### config.mk
export PLATFORM = sky130hd
export DESIGN_NAME = aes_ctrl
export DESIGN_NICKNAME = d
export VERILOG_FILES = /design/src/rtl/aes_pkg.sv /design/src/rtl/aes_ctrl.sv
export SDC_FILE = /design/constraint.sdc
export NUM_CORES = 1
export LEC_CHECK = 0
export BUFFER_PORTS_ARGS = -buffer_cell sky130_fd_sc_hd__clkbuf_2
export CORE_UTILIZATION = 35
export DETAILED_ROUTE_END_ITERATION = 8
export RECOVER_POWER = 100
export SLEW_MARGIN = 20
export SYNTH_ARGS = -nofsm -noshare
export SYNTH_HDL_FRONTEND = slang
export SYNTH_SLANG_ARGS = --single-unit
### constraint.sdc
create_clock -name clk -period 2.1 [get_ports clk]
set_input_delay 0.42 -clock clk [delete_from_list [all_inputs] [get_ports clk]]
set_output_delay 0.42 -clock clk [all_outputs]
set_load 0.02 [all_outputs]
### src/rtl/aes_pkg.sv
// Package for the AES ECB/CBC block: payload structs, codes, state enum,
// S-box tables and round functions. No dependencies.
package aes_pkg;

	localparam int RkWords = 60;
	localparam int RkAw = 6;
	localparam int RkRounds = RkWords / 4;

	localparam logic [2:0] REG_KEY_SIZE = 3'd0;
	localparam logic [2:0] REG_CHAIN_MODE = 3'd1;
	localparam logic [2:0] REG_KEY_WORD_0 = 3'd2;
	localparam logic [2:0] REG_KEY_WORD_3 = 3'd5;

	localparam logic [1:0] KS_128 = 2'd0;
	localparam logic [1:0] KS_192 = 2'd1;

	typedef struct packed {
		logic        op;
		logic        first_block;
		logic [63:0] block_high;
		logic [63:0] block_low;
	} aes_in_t;

	typedef struct packed {
		logic [63:0] result_high;
		logic [63:0] result_low;
	} aes_out_t;

	typedef struct packed {
		logic [2:0]  index;
		logic [63:0] data;
	} aes_cfg_t;

	typedef enum logic [2:0] {
		ST_IDLE, ST_EXPAND, ST_LOAD, ST_FIRST, ST_ROUND, ST_DONE
	} aes_state_t;

	// Commands from the controller to the datapath.
	typedef struct packed {
		logic             exp_init;
		logic             exp_step;
		logic             load;
		logic             rk_rd;
		logic [RkAw-1:0]  rk_addr;
		logic             add_key;
		logic             do_round;
		logic             last_round;
		logic             finish;
	} aes_cmd_t;

	typedef struct packed {
		logic [3:0] nk;
		logic [3:0] nr;
		logic       dec;
		logic       in_op;
	} aes_stat_t;

	localparam logic [7:0] SBOX [256] = '{
	8'h63,8'h7c,8'h77,8'h7b,8'hf2,8'h6b,8'h6f,8'hc5,8'h30,8'h01,8'h67,8'h2b,8'hfe,8'hd7,8'hab,8'h76,
	8'hca,8'h82,8'hc9,8'h7d,8'hfa,8'h59,8'h47,8'hf0,8'had,8'hd4,8'ha2,8'haf,8'h9c,8'ha4,8'h72,8'hc0,
	8'hb7,8'hfd,8'h93,8'h26,8'h36,8'h3f,8'hf7,8'hcc,8'h34,8'ha5,8'he5,8'hf1,8'h71,8'hd8,8'h31,8'h15,
	8'h04,8'hc7,8'h23,8'hc3,8'h18,8'h96,8'h05,8'h9a,8'h07,8'h12,8'h80,8'he2,8'heb,8'h27,8'hb2,8'h75,
	8'h09,8'h83,8'h2c,8'h1a,8'h1b,8'h6e,8'h5a,8'ha0,8'h52,8'h3b,8'hd6,8'hb3,8'h29,8'he3,8'h2f,8'h84,
	8'h53,8'hd1,8'h00,8'hed,8'h20,8'hfc,8'hb1,8'h5b,8'h6a,8'hcb,8'hbe,8'h39,8'h4a,8'h4c,8'h58,8'hcf,
	8'hd0,8'hef,8'haa,8'hfb,8'h43,8'h4d,8'h33,8'h85,8'h45,8'hf9,8'h02,8'h7f,8'h50,8'h3c,8'h9f,8'ha8,
	8'h51,8'ha3,8'h40,8'h8f,8'h92,8'h9d,8'h38,8'hf5,8'hbc,8'hb6,8'hda,8'h21,8'h10,8'hff,8'hf3,8'hd2,
	8'hcd,8'h0c,8'h13,8'hec,8'h5f,8'h97,8'h44,8'h17,8'hc4,8'ha7,8'h7e,8'h3d,8'h64,8'h5d,8'h19,8'h73,
	8'h60,8'h81,8'h4f,8'hdc,8'h22,8'h2a,8'h90,8'h88,8'h46,8'hee,8'hb8,8'h14,8'hde,8'h5e,8'h0b,8'hdb,
	8'he0,8'h32,8'h3a,8'h0a,8'h49,8'h06,8'h24,8'h5c,8'hc2,8'hd3,8'hac,8'h62,8'h91,8'h95,8'he4,8'h79,
	8'he7,8'hc8,8'h37,8'h6d,8'h8d,8'hd5,8'h4e,8'ha9,8'h6c,8'h56,8'hf4,8'hea,8'h65,8'h7a,8'hae,8'h08,
	8'hba,8'h78,8'h25,8'h2e,8'h1c,8'ha6,8'hb4,8'hc6,8'he8,8'hdd,8'h74,8'h1f,8'h4b,8'hbd,8'h8b,8'h8a,
	8'h70,8'h3e,8'hb5,8'h66,8'h48,8'h03,8'hf6,8'h0e,8'h61,8'h35,8'h57,8'hb9,8'h86,8'hc1,8'h1d,8'h9e,
	8'he1,8'hf8,8'h98,8'h11,8'h69,8'hd9,8'h8e,8'h94,8'h9b,8'h1e,8'h87,8'he9,8'hce,8'h55,8'h28,8'hdf,
	8'h8c,8'ha1,8'h89,8'h0d,8'hbf,8'he6,8'h42,8'h68,8'h41,8'h99,8'h2d,8'h0f,8'hb0,8'h54,8'hbb,8'h16};

	localparam logic [7:0] INV_SBOX [256] = '{
	8'h52,8'h09,8'h6a,8'hd5,8'h30,8'h36,8'ha5,8'h38,8'hbf,8'h40,8'ha3,8'h9e,8'h81,8'hf3,8'hd7,8'hfb,
	8'h7c,8'he3,8'h39,8'h82,8'h9b,8'h2f,8'hff,8'h87,8'h34,8'h8e,8'h43,8'h44,8'hc4,8'hde,8'he9,8'hcb,
	8'h54,8'h7b,8'h94,8'h32,8'ha6,8'hc2,8'h23,8'h3d,8'hee,8'h4c,8'h95,8'h0b,8'h42,8'hfa,8'hc3,8'h4e,
	8'h08,8'h2e,8'ha1,8'h66,8'h28,8'hd9,8'h24,8'hb2,8'h76,8'h5b,8'ha2,8'h49,8'h6d,8'h8b,8'hd1,8'h25,
	8'h72,8'hf8,8'hf6,8'h64,8'h86,8'h68,8'h98,8'h16,8'hd4,8'ha4,8'h5c,8'hcc,8'h5d,8'h65,8'hb6,8'h92,
	8'h6c,8'h70,8'h48,8'h50,8'hfd,8'hed,8'hb9,8'hda,8'h5e,8'h15,8'h46,8'h57,8'ha7,8'h8d,8'h9d,8'h84,
	8'h90,8'hd8,8'hab,8'h00,8'h8c,8'hbc,8'hd3,8'h0a,8'hf7,8'he4,8'h58,8'h05,8'hb8,8'hb3,8'h45,8'h06,
	8'hd0,8'h2c,8'h1e,8'h8f,8'hca,8'h3f,8'h0f,8'h02,8'hc1,8'haf,8'hbd,8'h03,8'h01,8'h13,8'h8a,8'h6b,
	8'h3a,8'h91,8'h11,8'h41,8'h4f,8'h67,8'hdc,8'hea,8'h97,8'hf2,8'hcf,8'hce,8'hf0,8'hb4,8'he6,8'h73,
	8'h96,8'hac,8'h74,8'h22,8'he7,8'had,8'h35,8'h85,8'he2,8'hf9,8'h37,8'he8,8'h1c,8'h75,8'hdf,8'h6e,
	8'h47,8'hf1,8'h1a,8'h71,8'h1d,8'h29,8'hc5,8'h89,8'h6f,8'hb7,8'h62,8'h0e,8'haa,8'h18,8'hbe,8'h1b,
	8'hfc,8'h56,8'h3e,8'h4b,8'hc6,8'hd2,8'h79,8'h20,8'h9a,8'hdb,8'hc0,8'hfe,8'h78,8'hcd,8'h5a,8'hf4,
	8'h1f,8'hdd,8'ha8,8'h33,8'h88,8'h07,8'hc7,8'h31,8'hb1,8'h12,8'h10,8'h59,8'h27,8'h80,8'hec,8'h5f,
	8'h60,8'h51,8'h7f,8'ha9,8'h19,8'hb5,8'h4a,8'h0d,8'h2d,8'he5,8'h7a,8'h9f,8'h93,8'hc9,8'h9c,8'hef,
	8'ha0,8'he0,8'h3b,8'h4d,8'hae,8'h2a,8'hf5,8'hb0,8'hc8,8'heb,8'hbb,8'h3c,8'h83,8'h53,8'h99,8'h61,
	8'h17,8'h2b,8'h04,8'h7e,8'hba,8'h77,8'hd6,8'h26,8'he1,8'h69,8'h14,8'h63,8'h55,8'h21,8'h0c,8'h7d};

	function automatic logic [7:0] xt(input logic [7:0] b);
		return {b[6:0], 1'b0} ^ (b[7] ? 8'h1b : 8'h00);
	endfunction

	function automatic logic [31:0] sub_word(input logic [31:0] w);
		return {SBOX[w[31:24]], SBOX[w[23:16]], SBOX[w[15:8]], SBOX[w[7:0]]};
	endfunction

	// State byte i (row i mod 4, column i div 4) sits at bits 127-8i.
	function automatic logic [127:0] enc_round(input logic [127:0] s, input logic mix);
		logic [7:0] b [16];
		logic [7:0] t [16];
		logic [127:0] o;
		for (int i = 0; i < 16; i++) b[i] = SBOX[s[127-8*i -: 8]];
		for (int c = 0; c < 4; c++)
			for (int r = 0; r < 4; r++) t[4*c+r] = b[4*((c+r)%4)+r];
		for (int c = 0; c < 4; c++) begin
			for (int r = 0; r < 4; r++) begin
				if (mix)
					o[127-8*(4*c+r) -: 8] = xt(t[4*c+r]) ^ xt(t[4*c+(r+1)%4])
						^ t[4*c+(r+1)%4] ^ t[4*c+(r+2)%4] ^ t[4*c+(r+3)%4];
				else
					o[127-8*(4*c+r) -: 8] = t[4*c+r];
			end
		end
		return o;
	endfunction

	// Inverse shift and inverse S-box; the key is added by the caller.
	function automatic logic [127:0] dec_sub(input logic [127:0] s);
		logic [127:0] o;
		for (int c = 0; c < 4; c++)
			for (int r = 0; r < 4; r++)
				o[127-8*(4*((c+r)%4)+r) -: 8] = INV_SBOX[s[127-8*(4*c+r) -: 8]];
		return o;
	endfunction

	function automatic logic [127:0] inv_mix(input logic [127:0] s);
		logic [7:0] a [4];
		logic [7:0] x2 [4];
		logic [7:0] x4 [4];
		logic [7:0] x8 [4];
		logic [127:0] o;
		for (int c = 0; c < 4; c++) begin
			for (int k = 0; k < 4; k++) begin
				a[k] = s[127-8*(4*c+k) -: 8];
				x2[k] = xt(a[k]);
				x4[k] = xt(x2[k]);
				x8[k] = xt(x4[k]);
			end
			for (int r = 0; r < 4; r++)
				o[127-8*(4*c+r) -: 8] =
					(x8[r] ^ x4[r] ^ x2[r])
					^ (x8[(r+1)%4] ^ x2[(r+1)%4] ^ a[(r+1)%4])
					^ (x8[(r+2)%4] ^ x4[(r+2)%4] ^ a[(r+2)%4])
					^ (x8[(r+3)%4] ^ a[(r+3)%4]);
		end
		return o;
	endfunction

endpackage

### src/rtl/aes_ctrl.sv
// Controller for the AES block: sequences key expansion, rounds and output.
// Depends on aes_pkg.
module aes_ctrl import aes_pkg::*; (
	input  logic      clk,
	input  logic      arst_n,
	input  logic      in_valid,
	output logic      in_ready,
	input  logic      out_busy,
	input  logic      cfg_key_write,
	input  aes_stat_t stat,
	output aes_cmd_t  cmd
);

	aes_state_t state_q, state_d;
	logic       keys_ready_q;
	logic [RkAw-1:0] idx_q, idx_d;
	logic [3:0] rnd_q, rnd_d;
	logic [RkAw-1:0] total;
	logic [RkAw-1:0] rd_addr;

	// Four words per round key, nk + 7 round keys.
	assign total = RkAw'({stat.nk, 2'b00}) + RkAw'(5'd28);

	always_comb begin
		state_d = state_q;
		idx_d = idx_q;
		rnd_d = rnd_q;
		case (state_q)
			ST_IDLE: begin
				if (in_valid) begin
					idx_d = '0;
					state_d = keys_ready_q ? ST_LOAD : ST_EXPAND;
				end
			end
			ST_EXPAND: begin
				idx_d = idx_q + 1'b1;
				if (idx_q == total - 1'b1) state_d = ST_LOAD;
			end
			ST_LOAD: begin
				rnd_d = 4'd1;
				state_d = ST_FIRST;
			end
			ST_FIRST: state_d = ST_ROUND;
			ST_ROUND: begin
				rnd_d = rnd_q + 1'b1;
				if (rnd_q == stat.nr) state_d = ST_DONE;
			end
			ST_DONE: if (!out_busy) state_d = ST_IDLE;
			default: state_d = ST_IDLE;
		endcase
	end

	// Round key read this cycle, used by the step in the next one.
	// The block is loaded this cycle in the load state, so its op comes from the input.
	always_comb begin
		logic [3:0] r;
		r = '0;
		case (state_q)
			ST_LOAD:  r = stat.in_op ? stat.nr : 4'd0;
			ST_FIRST: r = stat.dec ? stat.nr - 4'd1 : 4'd1;
			ST_ROUND: r = stat.dec ? stat.nr - rnd_q - 4'd1 : rnd_q + 4'd1;
			default:  r = '0;
		endcase
		rd_addr = {r, 2'b00};
	end

	always_comb begin
		cmd = '0;
		cmd.rk_addr = rd_addr;
		case (state_q)
			ST_IDLE: cmd.exp_init = in_valid && !keys_ready_q;
			ST_EXPAND: cmd.exp_step = 1'b1;
			ST_LOAD: begin
				cmd.load = 1'b1;
				cmd.rk_rd = 1'b1;
			end
			ST_FIRST: begin
				cmd.add_key = 1'b1;
				cmd.rk_rd = 1'b1;
			end
			ST_ROUND: begin
				cmd.do_round = 1'b1;
				cmd.last_round = rnd_q == stat.nr;
				cmd.rk_rd = rnd_q != stat.nr;
			end
			ST_DONE: cmd.finish = !out_busy;
			default: cmd = '0;
		endcase
	end

	assign in_ready = state_q == ST_DONE && !out_busy;

	always_ff @(posedge clk or negedge arst_n) begin
		if (!arst_n) begin
			state_q <= ST_IDLE;
			keys_ready_q <= 1'b0;
			idx_q <= '0;
			rnd_q <= '0;
		end else begin
			state_q <= state_d;
			idx_q <= idx_d;
			rnd_q <= rnd_d;
			if (cfg_key_write) keys_ready_q <= 1'b0;
			else if (state_q == ST_EXPAND && state_d == ST_LOAD) keys_ready_q <= 1'b1;
		end
	end

endmodule

==> results of run 1 <==
[state kept, by name, summed over array words and instances (netlist names)]
name	cells
state_q	3
rnd_q	4
keys_ready_q	1
idx_q	6
[timing repair]
item | CTS | global route
buffers inserted | 1 | 2
gates resized for setup | 30 | 7
cloned | 0 | 0
hold buffers | 0 | 0
pin swaps | 7 | 7
setup endpoints to repair | 6 | 7
[logic make-up after synthesis]
family,Yosys count,synth area share
other,1,0.00329
xor gates and xnor gates,10,0.0768
muxes,1,0.00878
adders and majority gates,8,0.0944
AOI/OAI and AO/OA,33,0.190
DFF,14,0.307
and+or+nand+nor,51,0.235
buffers and inverters,19,0.0845
[cell type report]
type / instances / area [µm²]
multi-input cells: 105 / 777
inverters: 13 / 53.8
flip-flops and latches: 14 / 350
clock buffers: 4 / 36.3
repair buffers: 43 / 277
well taps: 44 / 55.1
fillers: 310 / 1530
[report_power, final]
| group | internal (µW) | switching [µW] | total (µW) | leakage [µW] |
|---|---|---|---|---|
| Clock | 105 | 84.3 | 189 | 0.0000210 |
| Combinational | 418 | 454 | 872 | 0.000526 |
| Sequential | 363 | 105 | 469 | 0.000181 |
[Yosys cell counts (2+ instances only)]
master / count
a31oi_1: 2
xnor2_1: 3
a21oi_1: 5
nor3_1: 2
xor2_1: 7
nand2_1: 13
nor4b_1: 2
ha_1: 7
and2_1: 2
buf_4: 3
o21ai_0: 9
nor3b_1: 2
inv_1: 12
nand4_1: 3
o21ai_1: 3
nor2b_1: 3
nor2_1: 13
nand3_1: 4
o31ai_1: 2
dfrtp_1: 14
[stage by stage]
step	instance area [µm²]	setup TNS [ns]	worst slack, ns	total power (µW)	hold WS, ns
finish	1550	-0.864	-0.262	1530	0.170
detailed placement	1400	-0.370	-0.131	1200	0.346
global route	1550	-1.33	-0.345	1650	0.235
floorplan	1150	0	0.00336	938	0.124
global placement	1400	-0.342	-0.141	1170	0.341
CTS	1560	-0.638	-0.253	1490	0.0394
[path summary, 6_finish.rpt]
check / startpoint / end / slack, ns / cells after the start
setup / recovery: rnd_q[1] / cmd[9] / -0.26 / 8
hold / removal: arst_n / keys_ready_q / 0.17 / 1
setup reg to reg: state_q[1] / idx_q[5] / 0.43 / 8
hold reg to reg: idx_q[5] / idx_q[5] / 0.51 / 1
max in group asynchronous: arst_n / idx_q[1] / 1.46 / 1
min in group clk: cfg_key_write / keys_ready_q / 0.28 / 2
[layer usage]
metal | global-route usage | routed length (µm)
met5 | 0 | 0
met4 | 0.0476 | 27
met3 | 0.0197 | 123
met2 | 0.312 | 1470
met1 | 0.208 | 1200
[critical path, stage by stage (launching register included)]
cell      delay, ns
dfrtp_1        0.40
inv_2          0.09
ha_4           0.21
a21oi_4        0.13
mux2i_1        0.22
o211a_1        0.17
xor2_1         0.18
o221ai_2       0.11
clkbuf_8       0.17
==> metrics.cfg, run 1 <==
[outcome]
status=finished with violations
violations=negative setup slack

[global_route]
grt_first_pass_wirelength_mm=4.62
grt_max_degree=15
grtUsageTotal=0.170
grt_pass1_vias=1094
grt_overflow=0
antenna_found_initial=0

[yosys]
synthCells=137
yosys-top-cells-area=dfrtp_1 (31%), ha_1 (7.7%), xor2_1 (5.4%), nand2_1 (4.3%), nor2_1 (4.3%)
synthDistinctLibCells=46
synth_edf_count=0
seq_area_frac_synth=0.307
synthesis.area_mm2=0.00114
yosysWarningCount=0
synth_top_flop_cell=dfrtp_1
avgSynthCellArea_um2=8.32
synth_top_area_cell=dfrtp_1
ys_ff_latch=14
ys_async_sr_fraction=1.00
yosys.area.top_type_share=0.307

[floorplanning]
start_util=0.370
core_area_mm2=0.00308
die_w_um=59.1
row_count=20
chipHeight_um=59.1
io_pins=30
die-area_mm2=0.00349

[drt]
first_pass_iters=4
drtIter0Drc=74
wirelength_mm=2.82
wl_per_cell_um=12.6
drc=0
vias=1134
ant_nets=0
vias_per_cell=5.09

[worst_setup_path]
required_ns=1.68
cp-end-kind=primary output
critPathLaunchType=flop
arrival_ns=1.94
crit_type=reg -> out
crit_fanout=2

[placed_design]
place_congestion=0.868
post-dp-hpwl_mm=2.13
portBuffers=27
dp.cells=216

[timing]
slew_headroom=0.513
clock-skew-final_ns=0.00676
min_period_over_period=1.12
setup_violations=5
worst_slew_pin_slew_ns=0.731
max_freq_mhz=423
rsz0062_at_grt=yes
hold_viol_final=0
min_period_ns=2.36
slew_violations=0
fin_ws_ns=-0.262

[final_layout]
final_cells=223
final_cell_mix=clkbuf_2 (17), dfrtp_1 (14), nor2_1 (13)
drive_above_1_share=0.318
finish.utilization=0.503
final_common_cell=clkbuf_2
diodes=0
area_growth_pct=35.9
final_nets=203

[power]
ir_worst_vdd_v=0.000572
p_leak_uw=0.000727
p_per_area_mw_per_mm2=988

[cts]
cts_sinks=14
cts_root_buf=clkbuf_4
cts_inserted_buffers=3
clock_latency_ns=0.27
clockBufferDepth=2
clkSlewWorstSetupHoldPaths_ns=0.09
cts_tree=built
htreeDepth=1

[worst_hold_path]
hold_path.class=in -> async

[job]
max-cap-violations=0

Power figures use the tool's default switching activity.
==> inputs of run 2 (changes only) <==
Settings changed: REMOVE_ABC_BUFFERS from default to 1.
==> metrics.cfg, run 2 (synthesis results as in run 1) <==
[outcome]
status=finished with violations
violations=negative setup slack

[final_layout]
top_register=idx_q
top_regs=idx_q (6), rnd_q (4), state_q (3)
fill_cells=320  ; +3.2%
diodes=0  ; unchanged
area_growth_pct=34.6
multi_input_area_um2=776  ; -0.16%
finish.utilization=0.498  ; -0.00488
final_cell_mix=buf_4 (18), dfrtp_1 (14), clkbuf_2 (14)
seq_area_um2=350  ; unchanged
largest_reg_flops=6  ; unchanged
final_nets=205  ; +0.99%
drive_above_1_share=0.317  ; -0.00177
final_common_cell=buf_4

[worst_setup_path]
reg2reg_depth=7  ; -1
cpMaxStageDelayCell=fa_2
crit_type=reg -> out
crit_fanout=2  ; unchanged
required_ns=1.68  ; about the same
path_cells=inv_2 -> ha_4 -> fa_2 -> nand2_2 -> o21ai_1 -> a221o_1 -> clkbuf_8
arrival_ns=1.90  ; -0.04 ns
cp_top_family=adder cells
critPathMaxStageDelay_ns=0.44  ; +0.04 ns
critPathBufInv=2  ; unchanged
cp.depth=7  ; -1
critPathLaunchType=flop
cp-end-kind=primary output

[worst_hold_path]
hold_path.class=in -> async

[cts]
clkSlewWorstSetupHoldPaths_ns=0.08  ; about the same
clockBufferDepth=2  ; unchanged
cts_tree=built
cts_inserted_buffers=3  ; unchanged
htreeDepth=1  ; unchanged
cts_sinks=14  ; unchanged
cts_root_buf=clkbuf_4
clock_latency_ns=0.27  ; about the same

[drt]
wl_met1_mm=1.18  ; -1.8%
drc=0  ; unchanged
highest_layer=met4
vias_per_cell=5.07  ; -0.27%
wl_per_cell_um=12.3  ; -2.4%
ant_nets=0  ; unchanged
wl_met3_um=87  ; -29%
first_pass_iters=4  ; unchanged
vias=1136  ; +0.18%
wl_met2_mm=1.47  ; -0.27%
drtIter0Drc=42  ; -43%
wirelength_mm=2.77  ; -1.9%

[global_route]
grtUsageTotal=0.175  ; +0.00454
grt_overflow=0  ; unchanged
grt_max_degree=15  ; unchanged
antenna_found_initial=0  ; unchanged
grt_pass1_vias=1070  ; -2.2%
grt_first_pass_wirelength_mm=4.56  ; -1.4%

[timing]
min_period_ns=2.32  ; -0.0373 ns
slew_violations=0  ; unchanged
fin_ws_ns=-0.225  ; +0.0373 ns
max_freq_mhz=430  ; +1.6%
whs_ns=0.181  ; +0.0107 ns
hold_viol_final=0  ; unchanged
worst_slew_pin_slew_ns=0.752  ; +0.0208 ns
slew_headroom=0.499  ; -0.0139
clock-skew-final_ns=0.00507  ; -0.00168 ns
setup_violations=5  ; unchanged
rsz0062_at_grt=yes
min_period_over_period=1.11  ; -0.0178

[floorplanning]
start_util=0.370  ; unchanged
io_pins=30  ; unchanged
row_count=20  ; unchanged
chipHeight_um=59.1  ; unchanged
die-area_mm2=0.00349  ; unchanged
die_w_um=59.1  ; unchanged
core_area_mm2=0.00308  ; unchanged

[power]
p_leak_uw=0.000717  ; -1.4%
finalPower_uw=1470  ; -3.9%
ir_worst_vdd_v=0.000468  ; -18%
p_per_area_mw_per_mm2=959  ; -2.9%

[job]
max-cap-violations=0  ; unchanged

[placed_design]
place_congestion=0.923  ; +6.4%
post-dp-hpwl_mm=2.22  ; +4.3%
portBuffers=27  ; unchanged
post-place-ws_ns=-0.137  ; -0.00588 ns

[run 2: changes by cell type in the layout (fill, tap and decap cells not counted), moves of 2 or more]
cell,change
o21ai_1,-2
clkbuf_8,-4
buf_4,+6
a21oi_2,+2
clkbuf_2,-3
o21ai_0,+2
[run 2: path summary, 6_finish.rpt]
path                                endpoint           from  slack (ns)
min in group clk                keys_ready_q  cfg_key_write        0.29
worst min-delay path                idx_q[4]         arst_n        0.18
worst max-delay path                  cmd[7]       rnd_q[0]       -0.22
max in group asynchronous           rnd_q[0]         arst_n        1.44
worst max register to register      idx_q[5]     state_q[2]        0.49
worst min register to register      idx_q[5]       idx_q[5]        0.51
[run 2: power by group]
part	internal [µW]	switching, µW	total, µW	leakage, µW
combinational	417	454	871	0.000523
clock	66.3	76.4	143	0.0000138
sequential	364	94.6	458	0.000181
total	847	625	1470	0.000717
[run 2: repair_timing]
action,CTS,global route
buffers inserted,2,0
pin swaps,4,1
setup endpoints to repair,6,7
resized for setup,18,14
hold buffers,0,0
[run 2: through the flow]
stage | instances | cell area (µm²) | setup TNS, ns
after CTS | 224 | 1530 | -0.777
after floorplan | 132 | 1100 | -0.0129
after global routing | 224 | 1530 | -1.35
final | 224 | 1530 | -0.766
after global placement | 219 | 1410 | -0.261
after detailed placement | 219 | 1410 | -0.323
[run 2: metal layers]
metal	up-vias	GRT usage
met5	-	0
met3	4	0.0218
met1	534	0.210
li1	567	-
met2	31	0.310
met4	0	0.0782
[run 2: final cells by class]
| type | count | share of cell area |
|---|---|---|
| Inverter | 13 | 0.0351 |
| Sequential cell | 14 | 0.228 |
| Tap cell | 44 | 0.0359 |
| Timing Repair Buffer | 45 | 0.180 |
| Clock buffer | 3 | 0.0147 |
| Multi-Input combinational cell | 105 | 0.506 |
